--- src/uer_pkg.sv ---
package uer_pkg;

    localparam int unsigned WORD_W   = 32;
    localparam int unsigned CMD_W    = 3;
    localparam int unsigned DIST_W   = 27;
    localparam int unsigned S_DATA_W = 64;
    localparam int unsigned S_USER_W = 8;
    localparam int unsigned M_DATA_W = 40;
    localparam int unsigned M_USER_W = 8;
    localparam logic [WORD_W-1:0] TIMEOUT_RESET = 32'd30000;

    typedef enum logic [2:0] {
        MODE_UNINIT     = 3'd0,
        MODE_READY      = 3'd1,
        MODE_TRIGGER    = 3'd2,
        MODE_WAIT_RISE  = 3'd3,
        MODE_WAIT_FALL  = 3'd4,
        MODE_DATA_READY = 3'd5,
        MODE_TIMEOUT    = 3'd6
    } mode_t;

    typedef enum logic [2:0] {
        ACT_NONE         = 3'd0,
        ACT_INIT_HW      = 3'd1,
        ACT_SEND_TRIGGER = 3'd2,
        ACT_ARM_RISING   = 3'd3,
        ACT_ARM_FALLING  = 3'd4,
        ACT_STOP_TIMER   = 3'd5,
        ACT_STOP_RESET   = 3'd6
    } action_t;

    typedef enum logic [2:0] {
        CMD_INIT     = 3'd0,
        CMD_START    = 3'd1,
        CMD_TRIG_DONE = 3'd2,
        CMD_EDGE     = 3'd3,
        CMD_OVERFLOW = 3'd4,
        CMD_READ     = 3'd5
    } cmd_t;

    typedef struct packed {
        mode_t              mode;
        action_t            action;
        logic               valid;
        logic [DIST_W-1:0]  distance;
    } result_t;

endpackage

--- src/uer_recip_div.sv ---
module uer_recip_div #(
    parameter int unsigned DIVISOR = 58
) (
    input  logic [uer_pkg::WORD_W-1:0] dividend,
    output logic [uer_pkg::WORD_W-1:0] quotient
);
    import uer_pkg::*;

    // floor(n / d) = (n * ceil(2^(W+L) / d)) >> (W+L), L = ceil(log2 d)
    localparam int unsigned SHIFT_L = $clog2(DIVISOR);
    localparam int unsigned SHIFT   = WORD_W + SHIFT_L;
    localparam int unsigned PROD_W  = SHIFT + WORD_W;
    localparam logic [63:0] RECIP_FULL =
        ((64'd1 << SHIFT) + 64'(DIVISOR) - 64'd1) / 64'(DIVISOR);

    logic [WORD_W:0]   recip;
    logic [PROD_W-1:0] product;

    assign recip    = RECIP_FULL[WORD_W:0];
    assign product  = {{(PROD_W-WORD_W){1'b0}}, dividend}
                    * {{(PROD_W-WORD_W-1){1'b0}}, recip};
    assign quotient = product[SHIFT +: WORD_W];

endmodule

--- src/uer_ctrl.sv ---
module uer_ctrl (
    input  logic                          aclk,
    input  logic                          aresetn,
    input  logic                          step,
    input  logic [uer_pkg::CMD_W-1:0]     cmd,
    input  logic [uer_pkg::WORD_W-1:0]    period,
    input  logic [uer_pkg::WORD_W-1:0]    timeout,
    input  logic [uer_pkg::WORD_W-1:0]    quotient,
    output uer_pkg::result_t              res
);
    import uer_pkg::*;

    mode_t              mode_reg, mode_next;
    logic [WORD_W-1:0]  wait_reg, wait_next;
    logic [WORD_W-1:0]  dist_reg, dist_next;
    logic [WORD_W:0]    sum;
    logic [WORD_W-1:0]  sum_sat;
    action_t            act;
    logic               valid;
    logic [DIST_W-1:0]  reading;

    assign sum     = {1'b0, wait_reg} + {1'b0, period};
    assign sum_sat = sum[WORD_W] ? {WORD_W{1'b1}} : sum[WORD_W-1:0];

    always_comb begin
        mode_next = mode_reg;
        wait_next = wait_reg;
        dist_next = dist_reg;
        unique case (cmd_t'(cmd))
            CMD_INIT: begin
                if (mode_reg == MODE_UNINIT) begin
                    mode_next = MODE_READY;
                end
            end
            CMD_START: begin
                if (mode_reg == MODE_READY || mode_reg == MODE_TIMEOUT) begin
                    mode_next = MODE_TRIGGER;
                end
            end
            CMD_TRIG_DONE: begin
                if (mode_reg == MODE_TRIGGER) begin
                    wait_next = '0;
                    mode_next = MODE_WAIT_RISE;
                end
            end
            CMD_EDGE: begin
                if (mode_reg == MODE_WAIT_RISE) begin
                    mode_next = MODE_WAIT_FALL;
                end else if (mode_reg == MODE_WAIT_FALL) begin
                    dist_next = quotient;
                    mode_next = MODE_DATA_READY;
                end
            end
            CMD_OVERFLOW: begin
                if (mode_reg == MODE_WAIT_RISE || mode_reg == MODE_WAIT_FALL) begin
                    wait_next = sum_sat;
                    if (sum_sat >= timeout) begin
                        mode_next = MODE_TIMEOUT;
                    end
                end
            end
            CMD_READ: begin
                if (mode_reg == MODE_DATA_READY) begin
                    mode_next = MODE_READY;
                end
            end
            default: ;
        endcase
    end

    always_comb begin
        act     = ACT_NONE;
        valid   = 1'b0;
        reading = '0;
        unique case (cmd_t'(cmd))
            CMD_INIT: begin
                if (mode_reg == MODE_UNINIT) begin
                    act = ACT_INIT_HW;
                end
            end
            CMD_START: begin
                if (mode_reg == MODE_READY || mode_reg == MODE_TIMEOUT) begin
                    act = ACT_SEND_TRIGGER;
                end
            end
            CMD_TRIG_DONE: begin
                if (mode_reg == MODE_TRIGGER) begin
                    act = ACT_ARM_RISING;
                end
            end
            CMD_EDGE: begin
                if (mode_reg == MODE_WAIT_RISE) begin
                    act = ACT_ARM_FALLING;
                end else if (mode_reg == MODE_WAIT_FALL) begin
                    act = ACT_STOP_TIMER;
                end
            end
            CMD_OVERFLOW: begin
                if ((mode_reg == MODE_WAIT_RISE || mode_reg == MODE_WAIT_FALL)
                    && sum_sat >= timeout) begin
                    act = ACT_STOP_RESET;
                end
            end
            CMD_READ: begin
                if (mode_reg == MODE_DATA_READY) begin
                    valid   = 1'b1;
                    reading = dist_reg[DIST_W-1:0];
                end
            end
            default: ;
        endcase
        res.mode     = mode_next;
        res.action   = act;
        res.valid    = valid;
        res.distance = reading;
    end

    always_ff @(posedge aclk) begin
        if (!aresetn) begin
            mode_reg <= MODE_UNINIT;
            wait_reg <= '0;
            dist_reg <= '0;
        end else if (step) begin
            mode_reg <= mode_next;
            wait_reg <= wait_next;
            dist_reg <= dist_next;
        end
    end

endmodule

--- src/ultrasonic_echo_ranger_core.sv ---
// Ultrasonic echo ranging sequencer.
// Input stream: one event word per item; s_tuser carries the command
// (initialize, start, trigger done, edge captured, timer overflow, read),
// s_tdata the captured tick count and the overflow period.
// Output stream: one result word per event with the mode after the event,
// the hardware action to take, and on a read in data-ready the distance in
// centimetres (echo ticks / TICKS_PER_CM, floored) with m_tuser[0] set.
// Config channel: cfg_data writes the timeout register (wait ticks allowed
// before timeout); always ready, write only while the stream is idle.
// Each event passes through the input register, then its result through the output
// register to m_*. Throughput: one event per cycle while m_tready is high, set by the
// single step from the input register through the mode logic and reciprocal
// multiplier to the output register.
// Reset: mode uninitialized, elapsed ticks and stored distance cleared, timeout 30000.
// When m_tready is low the output word holds, the input register still
// fills, and s_tready drops once both are occupied.
module ultrasonic_echo_ranger_core #(
    parameter int unsigned TICKS_PER_CM = 58
) (
    input  logic                            aclk,
    input  logic                            aresetn,
    input  logic                            cfg_valid,
    output logic                            cfg_ready,
    input  logic [uer_pkg::WORD_W-1:0]      cfg_data,
    input  logic                            s_tvalid,
    output logic                            s_tready,
    input  logic [uer_pkg::S_DATA_W-1:0]    s_tdata,  // capture_value, overflow_period
    input  logic [uer_pkg::S_USER_W-1:0]    s_tuser,  // command, zero pad
    output logic                            m_tvalid,
    input  logic                            m_tready,
    output logic [uer_pkg::M_DATA_W-1:0]    m_tdata,  // mode, action, range_cm, pad
    output logic [uer_pkg::M_USER_W-1:0]    m_tuser   // measurement_valid, zero pad
);
    import uer_pkg::*;

    logic [WORD_W-1:0]  timeout_reg;
    logic               in_valid_reg;
    logic [CMD_W-1:0]   in_cmd_reg;
    logic [WORD_W-1:0]  in_cap_reg;
    logic [WORD_W-1:0]  in_period_reg;
    logic               out_valid_reg;
    result_t            out_res_reg;
    result_t            res;
    logic [WORD_W-1:0]  quotient;
    logic               advance;

    assign cfg_ready = 1'b1;
    assign advance   = in_valid_reg && (!out_valid_reg || m_tready);
    assign s_tready  = !in_valid_reg || advance;

    always_ff @(posedge aclk) begin
        if (!aresetn) begin
            timeout_reg <= TIMEOUT_RESET;
        end else if (cfg_valid) begin
            timeout_reg <= cfg_data;
        end
    end

    always_ff @(posedge aclk) begin
        if (!aresetn) begin
            in_valid_reg <= 1'b0;
        end else if (s_tready) begin
            in_valid_reg <= s_tvalid;
        end
    end

    always_ff @(posedge aclk) begin
        if (s_tready && s_tvalid) begin
            in_cmd_reg    <= s_tuser[CMD_W-1:0];
            in_cap_reg    <= s_tdata[WORD_W-1:0];
            in_period_reg <= s_tdata[2*WORD_W-1:WORD_W];
        end
    end

    uer_recip_div #(
        .DIVISOR (TICKS_PER_CM)
    ) u_div (
        .dividend (in_cap_reg),
        .quotient (quotient)
    );

    uer_ctrl u_ctrl (
        .aclk     (aclk),
        .aresetn  (aresetn),
        .step     (advance),
        .cmd      (in_cmd_reg),
        .period   (in_period_reg),
        .timeout  (timeout_reg),
        .quotient (quotient),
        .res      (res)
    );

    always_ff @(posedge aclk) begin
        if (!aresetn) begin
            out_valid_reg <= 1'b0;
        end else if (!out_valid_reg || m_tready) begin
            out_valid_reg <= in_valid_reg;
        end
    end

    always_ff @(posedge aclk) begin
        if (advance) begin
            out_res_reg <= res;
        end
    end

    assign m_tvalid = out_valid_reg;
    assign m_tdata  = {{(M_DATA_W-DIST_W-6){1'b0}}, out_res_reg.distance,
                       out_res_reg.action, out_res_reg.mode};
    assign m_tuser  = {{(M_USER_W-1){1'b0}}, out_res_reg.valid};

endmodule

--- config.mk ---
export PLATFORM = sky130hd
export DESIGN_NAME = ultrasonic_echo_ranger_core
export DESIGN_NICKNAME = d
export VERILOG_FILES = /design/src/uer_pkg.sv /design/src/uer_recip_div.sv /design/src/uer_ctrl.sv /design/src/ultrasonic_echo_ranger_core.sv
export SDC_FILE = /design/constraint.sdc
export NUM_CORES = 1
export LEC_CHECK = 0
export BUFFER_PORTS_ARGS = -buffer_cell sky130_fd_sc_hd__buf_4
export CAP_MARGIN = 20
export CORE_AREA = 2 2 307 309
export CTS_BUF_LIST = sky130_fd_sc_hd__clkbuf_16
export CTS_CLUSTER_SIZE = 16
export DETAILED_ROUTE_END_ITERATION = 8
export DIE_AREA = 0 0 309 311
export SETUP_SLACK_MARGIN = 0.15
export SKIP_LAST_GASP = 1
export SYNTH_ARGS = -nofsm -noshare
export SYNTH_HDL_FRONTEND = slang
export SYNTH_SLANG_ARGS = --single-unit
--- constraint.sdc ---
create_clock -name aclk -period 9.3 [get_ports aclk]
set_input_delay 0 -clock aclk [delete_from_list [all_inputs] [get_ports aclk]]
set_output_delay 0 -clock aclk [all_outputs]
set_load 0.1 [all_outputs]
==> results of run 1 <==
[metal layers]
metal	track usage, %	vias to the layer above
li1	-	9424
met4	4.10	6
met3	2.62	85
met5	0	-
met2	26.5	401
met1	21.0	9658
[stage by stage]
stage               std cells  hold slack [ns]  instance area, µm²
detailed placement       4133            0.179               30200
finish                   4278           0.0832               31900
CTS                      4277           0.0354               31900
floorplan                2778           0.0989               27600
global route             4278           0.0757               31900
global placement         4133            0.179               30200
[synthesized netlist by cell type, types with 4 or more instances]
cell and n:
a21oi_1 144, edfxtp_1 101, nor4_1 10, nand2b_1 9, and3_1 20, a31oi_1 11, nor2_1 84, dfxtp_1 96
a32o_1 4, nor3b_1 6, o21a_1 20, a211oi_1 11, mux2i_1 28, o21bai_1 10, nand2_1 130, nand3b_1 4
buf_1 5, or3_1 8, o21ai_0 73, ha_1 458, clkbuf_1 45, a21bo_2 6, a2111oi_0 4, and2_1 40
nor2b_1 13, o31ai_1 9, or2_2 22, a31o_2 5, xnor2_1 29, inv_1 676, o211ai_1 17, fa_1 411
a311oi_1 6, xor2_1 21, nand3_1 45, nand4_1 13, buf_4 15, nor3_1 32, o311ai_0 4, o2111ai_1 5
a21o_1 53
[kinds of logic (layout without fill, tap and decap cells)]
family	after synthesis	after routing
adder cells (fa/ha/maj)	869	869
flip-flops	197	197
multiplexers	30	30
XOR/XNOR	50	50
other	2	16
AND/OR/NAND/NOR	447	447
buffers and inverters	743	988
AO/OA/AOI/OAI	427	427
[area by class of cell]
type	instances	area [µm²]	area share, %
sequential	197	4950	15.5
clock inverter	15	239	0.748
antenna	1	2.50	0.00783
timing repair buffer	280	2380	7.46
tap	1254	1570	4.91
multi-input combinational	1838	19800	62.1
inverter	676	2540	7.94
clock buffer	17	425	1.33
[what timing repair did]
action                                 CTS  global route
hold buffers                           112             0
setup buffers                            0             0
setup endpoints to repair                0             0
endpoints found under the hold margin  102             0
resized for setup                        0             0
[how the worst min path moves through the flow]
stage          slack (ns)                end         from  cells past startpoint
4_1_cts              0.04    timeout_reg[20]    cfg_valid                      3
5_1_grt              0.08    timeout_reg[19]    cfg_valid                      3
6_report             0.08     timeout_reg[3]    cfg_valid                      3
2_1_floorplan         0.1      in_cap_reg[0]   s_tdata[0]                      0
3_3_place_gp         0.18  in_period_reg[16]  s_tdata[48]                      1
3_5_place_dp         0.18  in_period_reg[16]  s_tdata[48]                      1
[critical path: cells and delay by family, from the launching register on]
kind                     cells  cell delay, ns
adder cells (fa/ha/maj)      9            4.28
buffers and inverters        4            0.55
XOR/XNOR                     1            0.20
AO/OA/AOI/OAI                8            2.18
flip-flops                   1            0.74
==> flow_metrics.env, run 1 <==
export IMPL_die_area_um2=96100
export IMPL_cpMaxStageDelayCell="edfxtp_1"
export IMPL_antenna_found_initial=5
export IMPL_crit_chain="inv_1 > fa_1 > fa_1 > fa_1 > fa_1 > inv_1 > fa_1 > fa_1 > fa_1 > inv_1 > fa_1 > inv_1 > ha_1 > a21oi_1 > o21ai_0 > a221oi_2 > o221ai_2 > a2111oi_4 > a21oi_2 > o32ai_2 > xor2_1 > a211oi_2"
export IMPL_wl_um=74100
export IMPL_layout_common_cells="inv_1, ha_1, fa_1"
export IMPL_fin_crit_ns=8.11
export IMPL_crit_required_ns=9.64
export IMPL_drt_iter0_markers=1079
export IMPL_areaGrowthSynthToFinish_pct=15.9
export IMPL_worstSetupStartpointType="flop"
export IMPL_worst_pin_slew_ns=1.08
export IMPL_ant_nets=0
export IMPL_grt_pass1_wl_um=116000
export IMPL_post_dp_hpwl_um=61100
export IMPL_grt_pass1_vias=20400
export IMPL_async_reset_ff_share_pct=0
export IMPL_arrival_ns=8.45
export IMPL_fin_tns_setup_ns=0
export IMPL_synth_seq_area_share_pct=18.0
export IMPL_boundaryPins=160
export IMPL_rsz0062_at_grt="false"
export IMPL_synth_fa_ha_area_share_pct=50.6
export IMPL_netlist_area_um2=27600
export IMPL_crit_top_cell="fa_1"
export IMPL_grt_max_degree=75
export IMPL_setup_slack_ns=1.19
export IMPL_largest_reg_flops=33
export IMPL_portBuffers=139
export IMPL_track_usage_pct=15.8
export IMPL_synth_top_family_by_area="adder cells"
export IMPL_yosys_warnings=0
export IMPL_relSlewSlack_pct=28.2
export IMPL_drc=0
export IMPL_cts_htree_levels=4
export IMPL_synth_compound_gate_area_share_pct=10.3
export IMPL_cts_tree="done"
export IMPL_layout_commonest_cell="inv_1"
export IMPL_regToRegSetupSlack_ns=1.19
export IMPL_cp_end_kind="flop"
export IMPL_top_layer_used="met5"
export IMPL_ys_flop_type="edfxtp_1"
export IMPL_m1WireLength_um=33400
export IMPL_r2r_cells=22
export IMPL_syn_area_per_cell_um2=9.97
export IMPL_routedWlPerCell_um=17.3
export IMPL_design_core_area_um2=92800
export IMPL_crit_fanout=8
export IMPL_hold_class="primary input to flop"
export IMPL_met2_length_um=35700
export IMPL_overflow=0
export IMPL_yosys_area_top_type="fa_1"
export IMPL_fin_util_pct=34.4
export IMPL_timing_final_crit_share_pct=87.2
export IMPL_cts_clk_slew_worst_paths_ns=0.09
export IMPL_maxSlewViolCount=0
export IMPL_yosys_area_share_simple_pct=8.06
export IMPL_gp_congestion=0.931
export IMPL_fin_skew_ns=0.0149
export IMPL_final_nets=3988
export IMPL_setup_violations=0
export IMPL_cts_buffers_inserted=17
export IMPL_viasPerCell=4.58
export IMPL_synthMuxAreaShare_pct=1.10
export IMPL_met3WireLength_um=3440
export IMPL_critPathKind="flop to flop"
export IMPL_startpoint="in_cap_reg[13]"
export IMPL_yosys_area_top_type_share_pct=29.8
export IMPL_drive_gt1_share_pct=8.53
export IMPL_ys_ff_latch=197
export IMPL_r2r_start="in_cap_reg[13]"
export IMPL_yosysUniqueCellTypes=81
export IMPL_synth_edf_count=101
export IMPL_n_fill_cell=9449
export IMPL_initial_utilization_pct=29.7
export IMPL_pre_cts_slack_ns=1.24
export IMPL_syn_instance_count=2765
export IMPL_die_h_um=311
export IMPL_endpoint="u_ctrl.dist_reg[24]"
export IMPL_drt_pre_antenna_iters=7
export IMPL_synth_xor_area_share_pct=1.59
export IMPL_cts_root_buf="clkbuf_16"
export IMPL_run_status="complete, no violations"
export IMPL_ctsLongestPathBuffers=2
export IMPL_die_w_um=309
export IMPL_rows=112
export IMPL_synth_area_leaders="fa_1, ha_1, edfxtp_1"
export IMPL_clock_latency_ns=0.50
export IMPL_vias=19600
export IMPL_critPathMaxStageDelay_ns=0.74
export IMPL_hold_viol_final=0
export IMPL_numClockSinks=197
export IMPL_max_cap_viol_count=0
export IMPL_fmax_mhz=123
export IMPL_rr_endpoint="u_ctrl.dist_reg[24]"
Power of run 1 is not shown: default switching activity piles up to over one toggle a cycle in this logic, so the estimate is an artifact.
==> run 2, diff against run 1 <==
--- a/config.mk
+++ b/config.mk
@@ -12,6 +12,7 @@
 export CTS_CLUSTER_SIZE = 16
 export DETAILED_ROUTE_END_ITERATION = 8
 export DIE_AREA = 0 0 309 311
+export MAX_ROUTING_LAYER = met4
 export SETUP_SLACK_MARGIN = 0.15
 export SKIP_LAST_GASP = 1
 export SYNTH_ARGS = -nofsm -noshare
==> flow_metrics.env, run 2 (same netlist as run 1, synthesis figures left out) <==
export IMPL_track_usage_pct=16.5
export IMPL_run_status="complete, no violations"
export IMPL_cts_buffers_inserted=17
export IMPL_gp_congestion=0.932
export IMPL_placedCellCount=4132
export IMPL_drive_gt1_share_pct=8.50
export IMPL_rows=112
export IMPL_grt_pass1_wl_um=118000
export IMPL_layout_common_cells="inv_1, ha_1, fa_1"
export IMPL_fmax_mhz=122
export IMPL_place_area_um2=30100
export IMPL_crit_required_ns=9.69
export IMPL_routedWlPerCell_um=17.5
export IMPL_critPathKind="flop to flop"
export IMPL_layout_commonest_cell="inv_1"
export IMPL_design_core_area_um2=92800
export IMPL_rsz0062_at_grt="false"
export IMPL_die_w_um=309
export IMPL_cts_tree="done"
export IMPL_relSlewSlack_pct=27.0
export IMPL_timing_final_crit_share_pct=87.8
export IMPL_worstSetupStartpointType="flop"
export IMPL_grt_max_degree=76
export IMPL_cpLargestDelayFamily="adder cells"
export IMPL_crit_chain="inv_1 > fa_1 > fa_1 > fa_1 > fa_1 > inv_1 > fa_1 > fa_1 > fa_1 > inv_1 > fa_1 > inv_1 > ha_1 > a21oi_1 > o21ai_0 > a221oi_2 > o221ai_2 > a2111oi_4 > a21oi_2 > nand3b_4 > a2111oi_4 > nor3b_2"
export IMPL_r2r_cells=22
export IMPL_overflow=0
export IMPL_ctsLongestPathBuffers=2
export IMPL_min_to="timeout_reg[6]"
export IMPL_min_delay_start="cfg_valid"
export IMPL_max_cap_viol_count=0
export IMPL_instances_no_fill=4288
export IMPL_antenna_found_initial=9
export IMPL_die_area_um2=96100
export IMPL_die_h_um=311
export IMPL_areaGrowthSynthToFinish_pct=16.1
export IMPL_setup_slack_ns=1.13
export IMPL_vias=19500
export IMPL_fin_skew_ns=0.0241
export IMPL_grt_pass1_vias=20500
export IMPL_finalInstanceArea_um2=32000
export IMPL_regToRegSetupSlack_ns=1.13
export IMPL_ant_nets=0
export IMPL_drt_pre_antenna_iters=5
export IMPL_clock_latency_ns=0.51
export IMPL_cts_root_buf="clkbuf_16"
export IMPL_cp_end_kind="flop"
export IMPL_wl_um=75000
export IMPL_cts_clk_slew_worst_paths_ns=0.10
export IMPL_largest_reg_flops=33
export IMPL_pre_cts_slack_ns=1.21
export IMPL_crit_buf_inv=4
export IMPL_boundaryPins=160
export IMPL_final_nets=3990
export IMPL_fin_tns_setup_ns=0
export IMPL_cts_htree_levels=4
export IMPL_viasPerCell=4.54
export IMPL_cpMaxStageDelayCell="edfxtp_1"
export IMPL_cts_setup_buffers=0
export IMPL_maxSlewViolCount=0
export IMPL_drc=0
export IMPL_crit_top_cell="fa_1"
export IMPL_arrival_ns=8.56
export IMPL_setup_violations=0
export IMPL_worst_pin_slew_ns=1.09
export IMPL_numClockSinks=197
export IMPL_drt_iter0_markers=1098
export IMPL_rr_endpoint="u_ctrl.dist_reg[26]"
export IMPL_hold_class="primary input to flop"
export IMPL_post_dp_hpwl_um=61800
export IMPL_initial_utilization_pct=29.7
export IMPL_fin_crit_ns=8.17
export IMPL_holdPathStages=3
export IMPL_portBuffers=139
export IMPL_r2r_start="in_cap_reg[13]"
export IMPL_hold_viol_final=0
export IMPL_critPathMaxStageDelay_ns=0.76
export IMPL_crit_fanout=8
[run 2: stage by stage]
step | util, % | hold WS (ns)
global placement | 32.5 | 0.178
CTS | 34.5 | 0.0228
finish | 34.5 | 0.0714
floorplan | - | 0.0989
detailed placement | 32.5 | 0.179
global route | 34.5 | 0.0629
[run 2: repair_timing]
item,CTS,global route
endpoints found under the hold margin,103,0
setup endpoints to repair,0,0
hold buffers,115,0
resized for setup,0,0
[run 2: cell type report]
class / count / area (µm²)
Antenna cell: 9 / 22.5
Clock buffer: 17 / 425
Clock inverter: 15 / 256
Fill cell: 9583 / 60800
Inverter: 676 / 2540
Multi-Input combinational cell: 1838 / 19800
Sequential cell: 197 / 4950
Tap cell: 1254 / 1570
Timing Repair Buffer: 282 / 2400
[run 2: worst max path at each step]
stage	startpoint	end	slack [ns]	depth (start not counted)
after floorplan	in_cap_reg[15]	u_ctrl.dist_reg[26]	2.27	24
after global placement	in_cap_reg[13]	u_ctrl.dist_reg[24]	1.24	22
after detailed placement	in_cap_reg[13]	u_ctrl.dist_reg[26]	1.21	22
after CTS	in_cap_reg[13]	u_ctrl.dist_reg[26]	1.18	22
after global routing	in_cap_reg[13]	u_ctrl.dist_reg[24]	0.88	22
final	in_cap_reg[13]	u_ctrl.dist_reg[26]	1.13	22
[run 2: worst register-to-register path: stages (launching register included)]
cell and delay [ns]:
edfxtp_1 0.76, inv_1 0.43, fa_1 0.54, fa_1 0.57, fa_1 0.44, fa_1 0.51
inv_1 0.05, fa_1 0.44, fa_1 0.48, fa_1 0.49, inv_1 0.06, fa_1 0.48
inv_1 0.04, ha_1 0.31, a21oi_1 0.17, o21ai_0 0.23, a221oi_2 0.54, o221ai_2 0.26
a2111oi_4 0.51, a21oi_2 0.13, nand3b_4 0.21, a2111oi_4 0.33, nor3b_2 0.08
[run 2: per-layer routing]
metal,vias to the layer above,track usage (%),share of wire [%]
li1,9396,-,-
met1,9616,21.4,45
met2,383,26.9,48
met3,79,2.26,4.0
met4,0,4.27,2.4
met5,-,-,0
Power of run 2 is left out for the same reason.
==> run 3, diff against run 2 <==
==> constraint.sdc (replaced) <==
create_clock -name aclk -period 9.1 [get_ports aclk]
set_input_delay 0 -clock aclk [delete_from_list [all_inputs] [get_ports aclk]]
set_output_delay 0 -clock aclk [all_outputs]
set_load 0.1 [all_outputs]
==> flow_metrics.env, run 3 (same netlist as run 1, synthesis figures left out) <==
export IMPL_run_status="complete, no violations"
export IMPL_overflow=0
export IMPL_rsz0062_at_grt="false"
export IMPL_hold_class="primary input to flop"
export IMPL_vias=19500
export IMPL_fin_skew_ns=0.0225
export IMPL_crit_fanout=8
export IMPL_finalInstanceArea_um2=32000
export IMPL_regArea_um2=4950
export IMPL_layout_common_cells="inv_1, ha_1, fa_1"
export IMPL_drc=0
export IMPL_regToRegSetupSlack_ns=0.89
export IMPL_timing_final_crit_share_pct=90.2
export IMPL_ant_nets=0
export IMPL_worst_pin_slew_ns=1.10
export IMPL_viasPerCell=4.56
export IMPL_setup_violations=0
export IMPL_clock_latency_ns=0.51
export IMPL_die_w_um=309
export IMPL_cts_setup_buffers=0
export IMPL_post_dp_hpwl_um=61700
export IMPL_post_cts_resized=0
export IMPL_cts_htree_levels=4
export IMPL_die_area_um2=96100
export IMPL_areaGrowthSynthToFinish_pct=16.1
export IMPL_grt_pass1_vias=20500
export IMPL_layout_commonest_cell="inv_1"
export IMPL_initial_utilization_pct=29.7
export IMPL_relSlewSlack_pct=26.7
export IMPL_numClockSinks=197
export IMPL_cts_buffers_inserted=17
export IMPL_drt_iter0_markers=910
export IMPL_place_area_um2=30200
export IMPL_n_fill_cell=9482
export IMPL_arrival_ns=8.55
export IMPL_holdWs_ns=0.0691
export IMPL_ctsLongestPathBuffers=2
export IMPL_antenna_found_initial=8
export IMPL_cts_root_buf="clkbuf_16"
export IMPL_critPathKind="flop to flop"
export IMPL_crit_required_ns=9.44
export IMPL_grt_pass1_wl_um=117000
export IMPL_track_usage_pct=16.4
export IMPL_final_nets=3994
export IMPL_max_cap_viol_count=0
export IMPL_gp_congestion=0.939
export IMPL_multi_input_area_um2=19800
export IMPL_cp_end_kind="flop"
export IMPL_fmax_mhz=122
export IMPL_fin_tns_setup_ns=0
export IMPL_portBuffers=139
export IMPL_fin_crit_ns=8.21
export IMPL_rows=112
export IMPL_maxSlewViolCount=0
export IMPL_design_core_area_um2=92800
export IMPL_routedWlPerCell_um=17.4
export IMPL_drive_gt1_share_pct=8.72
export IMPL_largest_reg_flops=33
export IMPL_wl_um=74800
export IMPL_die_h_um=311
export IMPL_grt_max_degree=76
export IMPL_boundaryPins=160
export IMPL_drt_pre_antenna_iters=5
export IMPL_cts_clk_slew_worst_paths_ns=0.10
export IMPL_hold_viol_final=0
export IMPL_worstSetupStartpointType="flop"
export IMPL_fin_util_pct=34.5
export IMPL_hold_buffers=112
export IMPL_cts_tree="done"
run 3: worst paths after layout:
check                                           end  cells past startpoint               start
worst max-delay path            u_ctrl.dist_reg[24]                     22      in_cap_reg[13]
worst min-delay path                timeout_reg[22]                      3           cfg_valid
worst max register to register  u_ctrl.dist_reg[24]                     22      in_cap_reg[13]
worst min register to register   u_ctrl.dist_reg[8]                      2  u_ctrl.dist_reg[8]
run 3: layer usage:
layer / up-vias / global-route usage [%] / wire [µm] / part of all wire [%]
met5: - / - / 0 / 0
li1: 9420 / - / - / -
met3: 96 / 2.76 / 3040 / 4.1
met1: 9657 / 21.0 / 33900 / 45
met2: 374 / 26.5 / 36100 / 48
met4: 0 / 4.61 / 1830 / 2.4
run 3: through the flow:
step,cells,setup slack [ns]
2_1_floorplan,2778,2.07
3_3_place_gp,4139,1.07
3_5_place_dp,4139,1.01
4_1_cts,4283,0.970
5_1_grt,4291,0.590
6_report,4291,0.895
run 3: worst max-delay path: stages (launching register included):
cell	delay, ns
edfxtp_1	0.79
inv_1	0.40
fa_1	0.53
fa_1	0.56
fa_1	0.45
fa_1	0.52
inv_1	0.05
fa_1	0.56
fa_1	0.43
fa_1	0.50
inv_1	0.05
fa_1	0.48
inv_1	0.05
ha_1	0.27
a21oi_1	0.15
o21ai_0	0.28
a221oi_2	0.49
o221ai_2	0.24
a2111oi_4	0.50
a21oi_2	0.14
o32ai_2	0.31
xor2_1	0.21
a211oi_2	0.09
run 3: layout make-up:
cell class | count | share of cell area, %
Clock inverter | 15 | 0.778
Tap cell | 1254 | 4.90
Sequential cell | 197 | 15.5
Timing Repair Buffer | 286 | 7.58
Inverter | 676 | 7.93
Antenna cell | 8 | 0.0625
Clock buffer | 17 | 1.33
Multi-Input combinational cell | 1838 | 61.9
Power of run 3 is left out for the same reason.
